## src/hw/rtl/xkbr_pkg.sv

```systemverilog
package xkbr_pkg;

  localparam int KEY_BYTES_DEF   = 16;
  localparam int CHUNK_BYTES_DEF = 64;

  localparam int BYTE_W      = 8;
  localparam int KEY_REG_W   = 64;
  localparam int KEY_LEN_W   = 5;
  localparam int CHUNK_LEN_W = 7;
  localparam int CFG_ADDR_W  = 2;
  localparam int CFG_DATA_W  = 64;
  localparam int KEY_SLOTS   = 16;
  localparam int KEY_IDX_W   = 4;
  localparam int COUNT_W     = 5;

  localparam logic [KEY_LEN_W-1:0]   KEY_LEN_RST   = KEY_LEN_W'(1);
  localparam logic [CHUNK_LEN_W-1:0] CHUNK_LEN_RST = CHUNK_LEN_W'(20);

  typedef enum logic [CFG_ADDR_W-1:0] {
    REG_KEY_LOW   = 2'd0,
    REG_KEY_HIGH  = 2'd1,
    REG_KEY_LEN   = 2'd2,
    REG_CHUNK_LEN = 2'd3
  } cfg_reg_t;

  // block close request from the fill side to the drain side
  typedef struct packed {
    logic               start;
    logic [COUNT_W-1:0] count;
    logic               fin;
  } drain_cmd_t;

endpackage

```

## src/hw/rtl/xkbr_ram.sv

```systemverilog
module xkbr_ram #(
  parameter int WIDTH = 8,
  parameter int DEPTH = 16,
  parameter int AW    = (DEPTH > 1) ? $clog2(DEPTH) : 1
) (
  input  logic             clk,
  input  logic             we,
  input  logic [AW-1:0]    waddr,
  input  logic [WIDTH-1:0] wdata,
  input  logic             re,
  input  logic [AW-1:0]    raddr,
  output logic [WIDTH-1:0] rdata
);

  logic [WIDTH-1:0] mem [DEPTH];

  always_ff @(posedge clk) begin
    if (we) begin
      mem[waddr] <= wdata;
    end
    if (re) begin
      rdata <= mem[raddr];
    end
  end

endmodule

```

## src/hw/rtl/xkbr_fill.sv

```systemverilog
module xkbr_fill import xkbr_pkg::*; #(
  parameter int MAX_KEY_BYTES   = KEY_BYTES_DEF,
  parameter int MAX_CHUNK_BYTES = CHUNK_BYTES_DEF,
  parameter int AW = (MAX_KEY_BYTES > 1) ? $clog2(MAX_KEY_BYTES) : 1
) (
  input  logic                   clk,
  input  logic                   rst,
  input  logic                   accept,
  input  logic [BYTE_W-1:0]      data_byte,
  input  logic                   final_byte,
  input  logic [KEY_REG_W-1:0]   key_low,
  input  logic [KEY_REG_W-1:0]   key_high,
  input  logic [KEY_LEN_W-1:0]   key_length,
  input  logic [CHUNK_LEN_W-1:0] chunk_length,
  output logic                   ram_we,
  output logic [AW-1:0]          ram_waddr,
  output logic [BYTE_W-1:0]      ram_wdata,
  output drain_cmd_t             cmd
);

  localparam int FW = $clog2(MAX_KEY_BYTES + 1);
  localparam int CW = $clog2(MAX_CHUNK_BYTES + 1);
  localparam logic [KEY_LEN_W-1:0]   KLEN_MAX = KEY_LEN_W'(MAX_KEY_BYTES);
  localparam logic [CHUNK_LEN_W-1:0] CLEN_MAX = CHUNK_LEN_W'(MAX_CHUNK_BYTES);

  logic [FW-1:0] fill;
  logic [CW-1:0] chunk_pos;
  logic [FW-1:0] fill_inc;
  logic [CW-1:0] pos_inc;
  logic [KEY_LEN_W-1:0]   klen;
  logic [CHUNK_LEN_W-1:0] clen;
  logic [BYTE_W-1:0] key_bytes [KEY_SLOTS];
  logic [KEY_IDX_W-1:0] key_idx;
  logic chunk_end;
  logic close;

  always_comb begin
    for (int i = 0; i < KEY_SLOTS / 2; i++) begin
      key_bytes[i]                 = key_low[i*BYTE_W +: BYTE_W];
      key_bytes[i + KEY_SLOTS / 2] = key_high[i*BYTE_W +: BYTE_W];
    end
  end

  always_comb begin
    klen = key_length;
    if (klen == '0) klen = KEY_LEN_W'(1);
    if (klen > KLEN_MAX) klen = KLEN_MAX;
    clen = chunk_length;
    if (clen == '0) clen = CHUNK_LEN_W'(1);
    if (clen > CLEN_MAX) clen = CLEN_MAX;
  end

  assign fill_inc  = fill + FW'(1);
  assign pos_inc   = chunk_pos + CW'(1);
  assign chunk_end = (CHUNK_LEN_W'(pos_inc) >= clen) || final_byte;
  assign close     = (KEY_LEN_W'(fill_inc) >= klen) || chunk_end;
  assign key_idx   = KEY_IDX_W'(fill[AW-1:0]);

  assign ram_we    = accept;
  assign ram_waddr = fill[AW-1:0];
  assign ram_wdata = data_byte ^ key_bytes[key_idx];

  assign cmd.start = accept && close;
  assign cmd.count = COUNT_W'(fill_inc);
  assign cmd.fin   = final_byte;

  always_ff @(posedge clk) begin
    if (rst) begin
      fill      <= '0;
      chunk_pos <= '0;
    end else if (accept) begin
      fill      <= close ? '0 : fill_inc;
      chunk_pos <= chunk_end ? '0 : pos_inc;
    end
  end

endmodule

```

## src/hw/rtl/xkbr_drain.sv

```systemverilog
module xkbr_drain import xkbr_pkg::*; #(
  parameter int MAX_KEY_BYTES = KEY_BYTES_DEF,
  parameter int AW = (MAX_KEY_BYTES > 1) ? $clog2(MAX_KEY_BYTES) : 1
) (
  input  logic              clk,
  input  logic              rst,
  input  drain_cmd_t        cmd,
  output logic              busy,
  output logic              ram_re,
  output logic [AW-1:0]     ram_raddr,
  input  logic [BYTE_W-1:0] ram_rdata,
  output logic              m_tvalid,
  input  logic              m_tready,
  output logic [BYTE_W-1:0] m_tdata,
  output logic              m_tlast,
  output logic              m_tuser
);

  logic [AW-1:0] rd_addr;
  logic          fin_blk;
  logic          rd_valid;
  logic          rd_last;
  logic          rd_fin;
  logic          move_out;
  logic          issue;
  logic [COUNT_W-1:0] top_idx;

  assign move_out  = rd_valid && (!m_tvalid || m_tready);
  assign issue     = busy && (!rd_valid || move_out);
  assign ram_re    = issue;
  assign ram_raddr = rd_addr;
  assign top_idx   = cmd.count - COUNT_W'(1);

  always_ff @(posedge clk) begin
    if (rst) begin
      busy     <= 1'b0;
      rd_valid <= 1'b0;
      m_tvalid <= 1'b0;
    end else begin
      if (cmd.start) begin
        busy    <= 1'b1;
        rd_addr <= top_idx[AW-1:0];
        fin_blk <= cmd.fin;
      end else if (issue) begin
        if (rd_addr == '0) begin
          busy <= 1'b0;
        end else begin
          rd_addr <= rd_addr - AW'(1);
        end
      end
      if (issue) begin
        rd_valid <= 1'b1;
        rd_last  <= (rd_addr == '0);
        rd_fin   <= (rd_addr == '0) && fin_blk;
      end else if (move_out) begin
        rd_valid <= 1'b0;
      end
      if (move_out) begin
        m_tvalid <= 1'b1;
        m_tdata  <= ram_rdata;
        m_tlast  <= rd_last;
        m_tuser  <= rd_fin;
      end else if (m_tready) begin
        m_tvalid <= 1'b0;
      end
    end
  end

  a_no_start_busy: assert property (@(posedge clk) disable iff (rst)
    !(cmd.start && busy))
    else $error("block closed while previous block still draining");

  a_start_busy: assert property (@(posedge clk) disable iff (rst)
    cmd.start |=> busy)
    else $error("drain did not start");

  a_last_read_done: assert property (@(posedge clk) disable iff (rst)
    issue && (rd_addr == '0) |=> !busy)
    else $error("drain kept running after last read");

  a_read_hold: assert property (@(posedge clk) disable iff (rst)
    rd_valid && !move_out |=> rd_valid)
    else $error("pending read data lost");

endmodule

```

## src/hw/rtl/xor_key_block_reverse_decrypt_core.sv

```systemverilog
// xor key block reverse decryptor
// input stream: one ciphertext byte per request on s_tdata, s_tlast marks the
// last byte of the stream. output stream: one plain byte per request on
// m_tdata, m_tlast marks the last byte of a block, m_tuser the last byte of
// the stream.
// each byte is xored with the key byte at its place in the block and written
// to a 16-entry block ram. when a block closes (full, chunk end or stream end)
// s_tready drops and the block is read back from the ram in reverse order,
// one byte per cycle while the receiver takes them.
// the request that closes a block sets busy; the first output byte then passes
// through the ram read register and the output register. a block is filled
// and then drained from the single block ram; no byte is taken while it drains.
// when m_tready is low the read pipeline and output register hold, and the
// drain pauses; no request is lost.
// reset (rst, synchronous) clears the block and chunk counters and loads the
// register defaults: key zero, key length 1, chunk length 20. the ram needs
// no clearing. configuration writes (cfg_we, cfg_addr, cfg_data) take effect
// at once and are meant to happen while the block is idle.
module xor_key_block_reverse_decrypt_core import xkbr_pkg::*; #(
  parameter int MAX_KEY_BYTES   = KEY_BYTES_DEF,
  parameter int MAX_CHUNK_BYTES = CHUNK_BYTES_DEF
) (
  input  logic                  clk,
  input  logic                  rst,
  input  logic                  cfg_we,
  input  logic [CFG_ADDR_W-1:0] cfg_addr,
  input  logic [CFG_DATA_W-1:0] cfg_data,
  input  logic                  s_tvalid,
  output logic                  s_tready,
  input  logic [BYTE_W-1:0]     s_tdata,   // data_byte
  input  logic                  s_tlast,   // final_byte
  output logic                  m_tvalid,
  input  logic                  m_tready,
  output logic [BYTE_W-1:0]     m_tdata,   // plain_byte
  output logic                  m_tlast,   // block_last
  output logic                  m_tuser    // stream_last
);

  localparam int AW = (MAX_KEY_BYTES > 1) ? $clog2(MAX_KEY_BYTES) : 1;

  logic [KEY_REG_W-1:0]   key_low;
  logic [KEY_REG_W-1:0]   key_high;
  logic [KEY_LEN_W-1:0]   key_length;
  logic [CHUNK_LEN_W-1:0] chunk_length;

  logic              accept;
  logic              busy;
  drain_cmd_t        cmd;
  logic              ram_we;
  logic [AW-1:0]     ram_waddr;
  logic [BYTE_W-1:0] ram_wdata;
  logic              ram_re;
  logic [AW-1:0]     ram_raddr;
  logic [BYTE_W-1:0] ram_rdata;

  always_ff @(posedge clk) begin
    if (rst) begin
      key_low      <= '0;
      key_high     <= '0;
      key_length   <= KEY_LEN_RST;
      chunk_length <= CHUNK_LEN_RST;
    end else if (cfg_we) begin
      unique case (cfg_reg_t'(cfg_addr))
        REG_KEY_LOW:   key_low      <= cfg_data;
        REG_KEY_HIGH:  key_high     <= cfg_data;
        REG_KEY_LEN:   key_length   <= cfg_data[KEY_LEN_W-1:0];
        REG_CHUNK_LEN: chunk_length <= cfg_data[CHUNK_LEN_W-1:0];
        default: ;
      endcase
    end
  end

  assign s_tready = !busy;
  assign accept   = s_tvalid && s_tready;

  xkbr_fill #(
    .MAX_KEY_BYTES  (MAX_KEY_BYTES),
    .MAX_CHUNK_BYTES(MAX_CHUNK_BYTES),
    .AW             (AW)
  ) u_fill (
    .clk         (clk),
    .rst         (rst),
    .accept      (accept),
    .data_byte   (s_tdata),
    .final_byte  (s_tlast),
    .key_low     (key_low),
    .key_high    (key_high),
    .key_length  (key_length),
    .chunk_length(chunk_length),
    .ram_we      (ram_we),
    .ram_waddr   (ram_waddr),
    .ram_wdata   (ram_wdata),
    .cmd         (cmd)
  );

  xkbr_ram #(
    .WIDTH(BYTE_W),
    .DEPTH(MAX_KEY_BYTES),
    .AW   (AW)
  ) u_ram (
    .clk  (clk),
    .we   (ram_we),
    .waddr(ram_waddr),
    .wdata(ram_wdata),
    .re   (ram_re),
    .raddr(ram_raddr),
    .rdata(ram_rdata)
  );

  xkbr_drain #(
    .MAX_KEY_BYTES(MAX_KEY_BYTES),
    .AW           (AW)
  ) u_drain (
    .clk      (clk),
    .rst      (rst),
    .cmd      (cmd),
    .busy     (busy),
    .ram_re   (ram_re),
    .ram_raddr(ram_raddr),
    .ram_rdata(ram_rdata),
    .m_tvalid (m_tvalid),
    .m_tready (m_tready),
    .m_tdata  (m_tdata),
    .m_tlast  (m_tlast),
    .m_tuser  (m_tuser)
  );

endmodule

```

## config.mk

```make
export PLATFORM = sky130hd
export DESIGN_NAME = xor_key_block_reverse_decrypt_core
export DESIGN_NICKNAME = d
export VERILOG_FILES = /design/src/hw/rtl/xkbr_pkg.sv /design/src/hw/rtl/xkbr_ram.sv /design/src/hw/rtl/xkbr_fill.sv /design/src/hw/rtl/xkbr_drain.sv /design/src/hw/rtl/xor_key_block_reverse_decrypt_core.sv
export SDC_FILE = /design/constraint.sdc
export NUM_CORES = 1
export LEC_CHECK = 0
export ABC_AREA = 0
export BUFFER_PORTS_ARGS = -buffer_cell sky130_fd_sc_hd__buf_2
export CAP_MARGIN = 20
export CORE_MARGIN = 2
export CORE_UTILIZATION = 45
export CTS_BUF_LIST = sky130_fd_sc_hd__clkbuf_2
export CTS_CLUSTER_DIAMETER = 120
export DETAILED_ROUTE_END_ITERATION = 8
export PLACE_DENSITY = 0.62
export SLEW_MARGIN = 20
export SYNTH_ARGS = -nofsm -noshare
export SYNTH_HDL_FRONTEND = slang
export SYNTH_SLANG_ARGS = --single-unit
```

## constraint.sdc

```tcl
create_clock -name clk -period 2.9 [get_ports clk]
set_input_delay 0.87 -clock clk [delete_from_list [all_inputs] [get_ports clk]]
set_output_delay 0.87 -clock clk [all_outputs]
set_load 0.05 [all_outputs]
```

# Word-level counts from Yosys, hierarchy flattened
# Memory sizes are Yosys's and may differ from the RTL's. A register that Yosys moved wholly into a read port is not among the register bits.
# Index checks and enable logic that the tools add are counted.
[op_classes]
eq_ne = 4
order_cmp = 5
n_reduce_logical = 29
n_mux = 21
addsub = 4
bitwise_logic = 3
[op_table]
columns = ["op", "n"]
rows = [
  ["$bmux 8 s4", 1],
  ["$mux 7", 3],
  ["$mux 8", 2],
  ["$reduce_and 2->1", 8],
  ["$mux 5", 3],
  ["$mux 4", 3],
  ["$mux 1", 9],
  ["$reduce_bool 2->1", 4],
  ["$sub 4x1->4 const B", 2],
  ["$xor 8x8->8", 1],
  ["$add 7x1->7 const B", 1],
  ["$ge 7x7->1", 1],
  ["$gt 7x7->1 const B", 1],
  ["$logic_not 7->1", 1],
  ["$add 5x1->5 const B", 1],
  ["$ge 5x5->1", 1],
  ["$ge 5x5->1 const B", 1],
  ["$gt 5x5->1 const B", 1],
  ["$logic_and 1x1->1", 5],
  ["$logic_not 5->1", 1],
  ["$not 4->5", 1],
  ["$eq 2x2->1 const B", 2],
  ["$logic_not 4->1", 1],
  ["$logic_or 1x1->1", 4],
  ["6 further kinds", 8],
]
[totals]
elab_cells = 83
reg_bits = 172
ram_bits = 128
in_bits = 80
memories = 1
[memory_table]
columns = ["name", "depth", "width", "read_ports", "rd_ports_with_merged_regs", "write_ports", "line", "source"]
rows = [
  ["u_ram.mem", 16, 8, 1, 1, 1, "xkbr_ram.sv:15", "logic [WIDTH-1:0] mem [DEPTH];"],
]

# Logic depth before layout (Yosys ltp)
# Gate-level depths: netlist (run 1).
[logic_depth]
word_depth = 10
mapped_depth = 13

# Modules after synthesis
# Synthesis (run 1) repeated with hierarchy kept, for this count alone.
[hier_totals]
cells_unflattened = 999
hier_area_um2 = 13922.1
[modules_own_cells]
columns = ["module", "cells_per_inst", "area_each_um2", "instances", "seq_area_each_um2"]
rows = [
  ["xor_key_block_reverse_decrypt_core", 533, 5754.3, 1, 2802.7],
  ["xkbr_ram", 229, 5227.5, 1, 4083.9],
  ["xkbr_fill", 189, 2158.3, 1, 240.2],
  ["xkbr_drain", 48, 782.0, 1, 570.5],
]

# Least setup slack after synthesis (run 1)
# OpenSTA, ideal clock, no wires.
[synth_path]
path_type = "reg-to-reg"
startpoint = "reg u_fill.chunk_pos[0]"
endpoint = "reg u_drain.rd_addr[2], in the netlist u_drain.ram_raddr[2] (data pin)"
t_required_ns = 2.642
path_slack_ns = -0.044
stages_incl_launch_ff = 13
path_buffers = 0
t_arrival_ns = 2.686
period_less_slack_ns = 2.944
path_cell_list = "dfxtp_1 > ha_1 > nand3_1 > nor2_1 > xor2_1 > ha_1 > a211o_1 > a31oi_1 > o21ai_1 > o21ai_2 > a21oi_1 > ha_1 > xnor2_1"
[synth_between]
elab_chain_cells = 6
[synth_lines]
columns = ["element", "line", "source"]
rows = [
  ["start: declaration", "xkbr_fill.sv:27", "logic [CW-1:0] chunk_pos;"],
  ["start signal: assignment", "xkbr_fill.sv:73", "chunk_pos <= chunk_end ? '0 : pos_inc;"],
  ["$add 7x1->7", "xkbr_fill.sv:54", "assign pos_inc = chunk_pos + CW'(1);"],
  ["$ge 7x7->1", "xkbr_fill.sv:55", "assign chunk_end = (CHUNK_LEN_W'(pos_inc) >= clen) || final_byte;"],
  ["$logic_or 1x1->1", "xkbr_fill.sv:55", ""],
  ["$logic_or 1x1->1", "xkbr_fill.sv:56", "assign close = (KEY_LEN_W'(fill_inc) >= klen) || chunk_end;"],
  ["$logic_and 1x1->1", "xkbr_fill.sv:63", "assign cmd.start = accept && close;"],
  ["$mux 4", "xkbr_drain.sv:40", "if (cmd.start) begin"],
  ["end signal: assignment", "xkbr_drain.sv:42", "rd_addr <= top_idx[AW-1:0];"],
  ["end signal: assignment", "xkbr_drain.sv:48", "rd_addr <= rd_addr - AW'(1);"],
  ["end: declaration", "xkbr_drain.sv:19", "logic [AW-1:0] rd_addr;"],
]
# No other way between the ends.
# A chain may end at the register's enable or synchronous reset.

# Final worst setup path (run 1)
[layout_path]
startpoint = "reg u_fill.chunk_pos[1]"
endpoint = "reg u_drain.rd_addr[2], in the netlist u_drain.ram_raddr[2] (data pin)"
# Same word-level chain as after synthesis.

==> results of run 1 <==
-- worst max path at each step --
stage                                     startpoint                              to  slack, ns  cells past startpoint
finish              u_fill.chunk_pos[1]$_SDFFE_PP0P_  u_drain.ram_raddr[2]$_DFFE_PP_       0.11                     12
global route        u_fill.chunk_pos[1]$_SDFFE_PP0P_  u_drain.ram_raddr[2]$_DFFE_PP_      -0.02                     12
CTS                      u_fill.fill[0]$_SDFFE_PP0P_       u_ram.mem[8][5]$_DFFE_PP_      0.001                      4
detailed placement       u_fill.fill[0]$_SDFFE_PP0P_  u_drain.ram_raddr[2]$_DFFE_PP_       0.02                     12
global placement    u_fill.chunk_pos[1]$_SDFFE_PP0P_  u_drain.ram_raddr[2]$_DFFE_PP_       0.12                     13
floorplan           u_fill.chunk_pos[0]$_SDFFE_PP0P_  u_drain.ram_raddr[2]$_DFFE_PP_       0.02                     12
-- flip-flops by register name (all words and copies together), names as in the netlist --
| register | cells |
|---|---|
| key_high | 64 |
| u_drain.rd_last | 1 |
| u_drain.m_tdata | 8 |
| u_fill.fill | 5 |
| u_drain.m_tuser | 1 |
| u_ram.rdata | 8 |
| u_drain.fin_blk | 1 |
| u_drain.rd_fin | 1 |
| u_drain.m_tlast | 1 |
| key_length | 5 |
| u_fill.chunk_pos | 7 |
| u_drain.rd_valid | 1 |
| u_drain.ram_raddr | 4 |
| u_ram.mem | 128 |
| u_drain.m_tvalid | 1 |
| key_low | 64 |
| chunk_length | 7 |
| u_drain.busy | 1 |
-- synthesized netlist by cell type, drive strengths merged (2+ instances only) --
cell type	count
nand3	10
nor2	36
nand3b	5
nand2b	5
a211o	2
xnor2	7
buf	20
nor3	7
a21oi	149
dfxtp	155
inv	7
mux2i	7
nor3b	4
clkbuf	51
a31oi	3
o21ai	7
nor2b	4
nand2	298
xor2	11
ha	18
edfxtp	153
a2bb2oi	2
and3	2
a21o	3
mux4	80
-- cell type report --
type                    count  share of cell area, %
flip-flops and latches    308                  52.51
multi-input cells         666                  32.16
repair buffers            145                  6.741
clock buffers             115                  3.925
well taps                 378                  3.226
clock inverters            22                  1.203
inverters                   7                 0.1792
diodes                      3                0.05120
-- cells by family after synthesis --
kind of cell / synth area share (%)
AND/OR/NAND/NOR: 11.94
flip-flops: 60.80
AO/OA/AOI/OAI: 6.869
multiplexers: 14.79
buffers and inverters: 2.580
XOR/XNOR: 1.245
adder cells (fa/ha/maj): 1.779
-- per-stage QoR --
stage / total power (uW) / TNS [ns] / setup slack, ns / hold slack, ns / util, %
2_1_floorplan: 5338 / 0 / 0.02454 / 0.4003 / -
3_3_place_gp: 5622 / 0 / 0.1196 / 0.4013 / 49.87
3_5_place_dp: 5635 / 0 / 0.02367 / 0.4054 / 49.87
4_1_cts: 8704 / 0 / 0.001072 / 0.1791 / 52.61
5_1_grt: 9001 / -0.01504 / -0.01504 / 0.1567 / 52.91
6_report: 8582 / 0 / 0.1090 / 0.2683 / 52.92
-- worst max-delay path, stage by stage (launching register included) --
cell	delay, ns
dfxtp_2	0.36
ha_1	0.17
nand3_1	0.13
nor2_2	0.12
xor2_1	0.18
ha_1	0.28
a211o_1	0.29
a31oi_1	0.17
o21ai_2	0.11
o21ai_4	0.24
mux2i_1	0.22
ha_1	0.20
xnor2_1	0.07
-- metal layers --
layer | share of wire (%) | track usage [%]
met1 | 43 | 27.25
met2 | 48 | 33.84
met3 | 5.7 | 5.315
met4 | 3.1 | 8.696
met5 | 0.091 | 0
-- power by group --
part	switching, uW	internal (uW)
clock network	1710	1330
registers	66.6	4700
logic	430	340
-- what timing repair did --
action,in CTS,in global routing
resized for setup,1,6
setup endpoints to repair,1,8
pin swaps,0,3
setup buffers,0,2
==> reports/results.ini, run 1 <==
[global_routing]
grt_pass1_vias = 8613
grt_usage_pct = 21.04
grt_max_degree = 67
grt_pass1_wl_mm = 46.95
gr-total-overflow = 0
antenna_found_initial = 4

[synthesis]
synth_edf_count = 153
synth_area_um2 = 12660
synth_cells = 1052
async_flop_share_pct = 0
avgSynthCellArea_um2 = 12.03
yosysSeqAreaShare_pct = 60.80
ys_ff_latch = 308
ys_top_cells_by_area = edfxtp_1, dfxtp_1, mux4_2
synth_top_cell_area_share_pct = 36.29
ys_types = 36
ys.warnings.count = 0
syn_nets = 1150
synthFlopType = dfxtp_1
yosysTopAreaCell = edfxtp_1

[layout]
multi_input_comb_area_um2 = 4716
area_growth_pct = 15.82
layout_commonest_cell = nand2_1
mostFrequentLayoutCells = nand2_1, dfxtp_1, edfxtp_1, a21oi_1, clkbuf_2
fillers = 2458
final_layout_size_suffix_gt1_share_pct = 28.82
regArea_um2 = 7700
final_cells = 1644
final_nets = 1306
final_area_um2 = 14660

[critical_path]
r2r_start = u_fill.chunk_pos[1]$_SDFFE_PP0P_
path_max_fanout = 6
cp-start-kind = flop
path_class = reg -> reg
arrival_ns = 3.36
r2r_cells = 12
reg2reg_to = u_drain.ram_raddr[2]$_DFFE_PP_
crit_path_end_kind = flop
cp_data_required_time_ns = 3.47
rrSetupSlack_ns = 0.11

[clocking]
cts_buffers = 80
path_clk_slew_ns = 0.10
clockRootBuffer = clkbuf_2
htreeDepth = 3
insertion_delay_ns = 0.84
clockBufferDepth = 3
hold_buffers = 0
cts.sinks = 308
cts_tree = yes

[min_path]
worstHoldEndpoint = key_low[33]$_SDFFE_PP0P_
hold_path.class = in -> reg
min_from = cfg_data[33]
whs_path_depth = 3

[floorplanning]
die_h_um = 171.7
chipWidth_um = 171.7
pin_count = 92
start_util_pct = 45.69
rows = 61
core_um2 = 27710
dieArea_um2 = 29490

[sta]
drv_slew = 0
timing.slew.headroom_pct = 50.55
fin_skew_ns = 0.06689
hold_viol = 0
fmax_mhz = 358.3
layout_min_cycle_time_ns = 2.791
fin_crit_sh_pct = 96.24
rsz0062_at_grt = true
setup_violations = 0
tightest_slew_ns = 0.7417

[routing]
drc_errors = 0
vias = 8516
firstDrtPassIters = 5
via_per_inst = 5.180
routed_wl_mm = 29.63
ant_nets = 0
first_iter_violations = 661
wire_per_inst_um = 18.02

[outcome]
status = complete, no violations

[placed_design]
gp_congestion = 0.7698
place_inst = 1502
dpl-instance-area_um2 = 13820
dp_hpwl_mm = 18.98
portBuffers = 91

[power]
power_density_nw_per_um2 = 585.3
p_leak_uw = 0.005279
ir_drop_v = 0.0002717

[run]
maxCapViolations = 0

Note: power is estimated with default switching activity, not from simulation.
==> run 2: changes to the inputs <==
==> constraint.sdc (replaced) <==
create_clock -name clk -period 2.9 [get_ports clk]
set_input_delay 0.58 -clock clk [delete_from_list [all_inputs] [get_ports clk]]
set_output_delay 0.58 -clock clk [all_outputs]
set_load 0.05 [all_outputs]
==> run 2 against run 1 <==
Effect of this change:
- core utilization up 2.1 points
- via count up 3.2%
- power increased by 0.40%
- clock power barely moved
- sequential power about the same
- sequential share of layout area down 2.0 points
- clock skew fell by 0.019 ns
- final cell count increased by 3.6%
- highest routed layer is now met4
- first-iteration DRC count is 0.45% higher
- critical endpoint is now u_drain.ram_raddr[1]$_DFFE_PP_
- worst setup slack gained 0.080 ns
==> reports/results.ini, run 2 (same netlist as run 1, synthesis figures left out) <==
[global_routing]
grt_max_degree = 70
antenna_found_initial = 2
gr-total-overflow = 0
grt_usage_pct = 21.43
grt_pass1_vias = 8810
grt_pass1_wl_mm = 47.68

[critical_path]
path_buf_inv = 3
path_max_fanout = 36
cp_slowest_cell = dfxtp_1
cp_data_required_time_ns = 3.48
r2r_start = u_fill.fill[1]$_SDFFE_PP0P_
critical_path.cell_chain = buf_12 -> inv_1 -> ha_1 -> ha_1 -> a21o_1 -> a31oi_1 -> o21ai_1 -> o21ai_4 -> mux2i_1 -> ha_2 -> inv_1
cp-start-kind = flop
crit_cells = 11
rrSetupSlack_ns = 0.19
crit_path_end_kind = flop
cp_slowest_stage_delay_ns = 0.39
reg2reg_to = u_drain.ram_raddr[1]$_DFFE_PP_
path_delay_family = adder cells
cp-endpoint = u_drain.ram_raddr[1]$_DFFE_PP_
r2r_cells = 11
startpoint = u_fill.fill[1]$_SDFFE_PP0P_
arrival_ns = 3.29
path_class = reg -> reg

[routing]
firstDrtPassIters = 5
ant_nets = 0
wire_per_inst_um = 17.87
routed_wl_mm = 30.43
via_per_inst = 5.160
first_iter_violations = 664
vias = 8788
drc_errors = 0

[clocking]
clockBufferDepth = 3
clockRootBuffer = clkbuf_2
htreeDepth = 3
cts.sinks = 308
cts_tree = yes
cts_buffers = 79
path_clk_slew_ns = 0.09
insertion_delay_ns = 0.85

[power]
p_leak_uw = 0.005493
ir_drop_v = 0.0003317
power_density_nw_per_um2 = 565.3

[sta]
finalSetupTns_ns = 0
fin_crit_sh_pct = 93.50
setup_violations = 0
tightest_slew_ns = 0.7611
drv_slew = 0
timing.hold.ws_ns = 0.06378
timing.slew.headroom_pct = 49.26
layout_min_cycle_time_ns = 2.711
hold_viol = 0
fin_skew_ns = 0.04756
fmax_mhz = 368.8

[floorplanning]
dieArea_um2 = 29490
start_util_pct = 45.69
chipWidth_um = 171.7
pin_count = 92
core_um2 = 27710
die_h_um = 171.7
rows = 61

[layout]
final_nets = 1364
largest-register = u_ram.mem
mostFrequentLayoutCells = nand2_1, dfxtp_1, edfxtp_1, a21oi_1, clkbuf_2
area_growth_pct = 20.41
layout_commonest_cell = nand2_1
final_layout_size_suffix_gt1_share_pct = 26.98
top_regs = u_ram.mem: 128 flops, key_high: 64 flops, key_low: 64 flops
largest_reg_flops = 128

[placed_design]
gp_congestion = 0.7700
dp_hpwl_mm = 18.68
portBuffers = 91

[run]
maxCapViolations = 0

[min_path]
hold_path.class = in -> reg
min_from = cfg_data[2]

[outcome]
status = complete, no violations

[run 2: cell count changes in the layout (fill, tap and decap cells not counted), sizes merged]
cell / change
dlygate4sd3: +65
diode: -1
buf: -6
clkbuf: -4
clkinv: +5
[run 2: final cells by class]
type / count / area, um2
fillers: 2399 / 12460
flip-flops and latches: 308 / 7702
well taps: 378 / 473.0
inverters: 7 / 26.28
clock buffers: 111 / 555.5
clock inverters: 27 / 190.2
multi-input cells: 666 / 4735
diodes: 2 / 5.005
repair buffers: 204 / 1556
[run 2: worst reg2reg max path, delay by kind of cell, from the launching register on]
family | cells | cell delay (ns)
mux | 1 | 0.11
compound gates | 4 | 0.70
fa+ha+maj | 3 | 0.91
buf+inv | 3 | 0.38
flops | 1 | 0.39
[run 2: report_power, final]
| part | leakage [uW] | total, uW | switching, uW | internal [uW] |
|---|---|---|---|---|
| clock | 0.000547 | 3020 | 1720 | 1300 |
| combinational | 0.00230 | 833 | 448 | 384 |
| sequential | 0.00265 | 4760 | 59.3 | 4700 |
[run 2: repair_timing]
item / in CTS / in global routing
hold buffers: 60 / 5
endpoints found under the hold margin: 111 / 8
gates resized for setup: 3 / 11
pin swaps: 1 / 6
setup endpoints to repair: 4 / 27
buffers inserted: 1 / 2
[run 2: per-stage QoR]
step / setup WS, ns / utilization [%] / total power, uW / std cells / area, um2
6_report: 0.1885 / 55.02 / 8617 / 1703 / 15240
5_1_grt: -0.001843 / 55.01 / 9041 / 1702 / 15240
4_1_cts: 0.004650 / 54.50 / 8700 / 1694 / 15100
3_5_place_dp: -0.01437 / 49.55 / 5617 / 1495 / 13730
3_3_place_gp: 0.1116 / 49.55 / 5604 / 1495 / 13730
2_1_floorplan: 0.02454 / - / 5338 / 1052 / 12660
[run 2: layer usage]
metal	GRT usage, %	wire (um)	vias to the layer above	part of all wire, %
li1	-	-	4224	-
met2	36.28	15280	243	50
met5	0	0	-	0
met4	7.996	760	0	2.5
met3	4.487	1576	55	5.2
met1	27.17	12810	4266	42
[run 2: worst min path at each step]
stage                                               to  slack (ns)  depth (start not counted)
after detailed placement  u_drain.m_tdata[5]$_DFFE_PP_        0.40                          0
after global routing          key_high[2]$_SDFFE_PP0P_      -0.001                          3
after CTS                      key_low[2]$_SDFFE_PP0P_      0.0001                          3
after floorplan           u_drain.m_tdata[0]$_DFFE_PP_        0.40                          0
final                          key_low[2]$_SDFFE_PP0P_        0.06                          3
after global placement    u_drain.m_tdata[5]$_DFFE_PP_        0.40                          0
==> run 3: changes to the inputs <==
--- a/config.mk
+++ b/config.mk
@@ -13,8 +13,7 @@
 export CTS_BUF_LIST = sky130_fd_sc_hd__clkbuf_2
 export CTS_CLUSTER_DIAMETER = 120
 export DETAILED_ROUTE_END_ITERATION = 8
-export PLACE_DENSITY = 0.62
-export SLEW_MARGIN = 20
+export PLACE_DENSITY = 0.59
 export SYNTH_ARGS = -nofsm -noshare
 export SYNTH_HDL_FRONTEND = slang
 export SYNTH_SLANG_ARGS = --single-unit
==> constraint.sdc (replaced) <==
create_clock -name clk -period 3.5 [get_ports clk]
set_input_delay 0.7 -clock clk [delete_from_list [all_inputs] [get_ports clk]]
set_output_delay 0.7 -clock clk [all_outputs]
set_load 0.05 [all_outputs]
==> run 3 against run 2 <==
Effect of this change:
- register-to-register slack better by 0.18 ns
- critical endpoint is now u_drain.ram_raddr[2]$_DFFE_PP_
- core utilization down 2.9 points
- wire length down 2.8%
- sequential share of layout area up 2.8 points
- final area down 5.2%
- maximum frequency down 13%
- global-route usage down 0.49 points
- sequential power down 17%
- die area unchanged
- clock skew up 0.031 ns
- critical path depth up 1
==> reports/results.ini, run 3 (same netlist as run 1, synthesis figures left out) <==
[global_routing]
grt_pass1_wl_mm = 46.72
grt_pass1_vias = 8591
grt_max_degree = 82
grt_usage_pct = 20.94
gr-total-overflow = 0
antenna_found_initial = 1

[layout]
layout_commonest_cell = nand2_1
largest-register = u_ram.mem
mostFrequentLayoutCells = nand2_1, dfxtp_1, edfxtp_1, a21oi_1, clkbuf_2
largest_reg_flops = 128
area_growth_pct = 14.11
final_area_um2 = 14450
final_layout_size_suffix_gt1_share_pct = 26.66
top_regs = u_ram.mem: 128 flops, key_high: 64 flops, key_low: 64 flops
final_nets = 1305

[clocking]
clockBufferDepth = 3
cts.sinks = 308
cts_buffers = 80
path_clk_slew_ns = 0.10
htreeDepth = 3
clockRootBuffer = clkbuf_2
insertion_delay_ns = 0.86
cts_tree = yes
post_cts_buffers = 0

[floorplanning]
start_util_pct = 45.69
pin_count = 92
chipWidth_um = 171.7
dieArea_um2 = 29490
rows = 61
core_um2 = 27710
die_h_um = 171.7

[placed_design]
dpl-instance-area_um2 = 13610
place_ws_ns = 0.3832
dp_hpwl_mm = 19.04
gp_congestion = 0.7686
portBuffers = 91

[routing]
first_iter_violations = 522
firstDrtPassIters = 5
via_per_inst = 5.206
routed_wl_mm = 29.59
vias = 8558
drc_errors = 0
wire_per_inst_um = 18.00
ant_nets = 0

[power]
power_density_nw_per_um2 = 475.6
p_leak_uw = 0.005188
power.total_uw = 6871
ir_drop_v = 0.0002322

[run]
maxCapViolations = 0

[sta]
tightest_slew_ns = 1.053
timing.hold.ws_ns = 0.07883
hold_viol = 0
fin_crit_sh_pct = 89.40
layout_min_cycle_time_ns = 3.129
timing.slew.headroom_pct = 29.57
rsz0062_at_grt = false
setup_slack_ns = 0.3708
finalSetupTns_ns = 0
drv_slew = 0
fin_skew_ns = 0.07880
fmax_mhz = 319.6
setup_violations = 0

[critical_path]
arrival_ns = 3.71
cp-start-kind = flop
crit_path_end_kind = flop
path_class = reg -> reg
path_max_fanout = 9
cp_data_required_time_ns = 4.08

[outcome]
status = complete, no violations

[min_path]
hold_path.class = in -> reg

run 3: cell types whose count changed in the layout (fill, tap and decap cells not counted), moves of 3 or more:
| cell | previous run | this run |
|---|---|---|
| buf_12 | 7 | 3 |
| xor2_2 | 7 | 0 |
| bufinv_16 | 3 | 0 |
| dlygate4sd3_1 | 65 | 11 |
| xor2_1 | 4 | 11 |
run 3: metrics by stage:
stage                     instances  util, %
after floorplan                1052        -
after global placement         1487    49.14
after detailed placement       1487    49.14
after CTS                      1631    51.77
after global routing           1644    52.14
final                          1644    52.14
run 3: worst max-delay path, cell delays in order (launching register included):
cell     delay (ns)
dfxtp_1        0.43
ha_1           0.25
nand3_1        0.14
nor2_1         0.16
xor2_1         0.21
ha_1           0.29
a211o_1        0.30
a31oi_1        0.13
o21ai_1        0.11
o21ai_2        0.38
a21oi_1        0.16
ha_1           0.23
xnor2_1        0.12
run 3: layout make-up:
cell class	count	area [um2]
well taps	378	473.0
inverters	7	26.28
fillers	2524	13260
multi-input cells	666	4642
flip-flops and latches	308	7699
repair buffers	144	920.9
clock inverters	26	115.1
clock buffers	113	565.5
diodes	2	5.005
run 3: power breakdown:
group	switching, uW	leakage (uW)	internal (uW)
Clock	1430	0.000519	876
Sequential	56.6	0.00265	3900
Combinational	345	0.00202	266
Total	1830	0.00519	5040
run 3: layer usage:
layer / part of all wire, % / track usage, % / vias to the layer above
met5: 0 / 0 / -
met2: 51 / 35.95 / 239
li1: - / - / 4121
met3: 5.3 / 4.073 / 57
met4: 2.5 / 7.553 / 0
met1: 42 / 26.39 / 4141
run 3: path summary, 6_finish.rpt:
| kind | slack (ns) | to | cells after the start | from |
|---|---|---|---|---|
| max | 0.37 | u_drain.ram_raddr[2]$_DFFE_PP_ | 12 | u_fill.chunk_pos[0]$_SDFFE_PP0P_ |
| min | 0.08 | u_drain.fin_blk$_DFFE_PP_ | 1 | s_tlast |
| max reg2reg | 0.37 | u_drain.ram_raddr[2]$_DFFE_PP_ | 12 | u_fill.chunk_pos[0]$_SDFFE_PP0P_ |
| min reg2reg | 0.42 | u_drain.m_tuser$_DFFE_PP_ | 0 | u_drain.rd_fin$_DFFE_PP_ |
run 3: timing repair:
item / 4_1_cts / 5_1_grt
hold buffers: 5 / 6
endpoints found under the hold margin: 6 / 6
gates resized for setup: 0 / 0
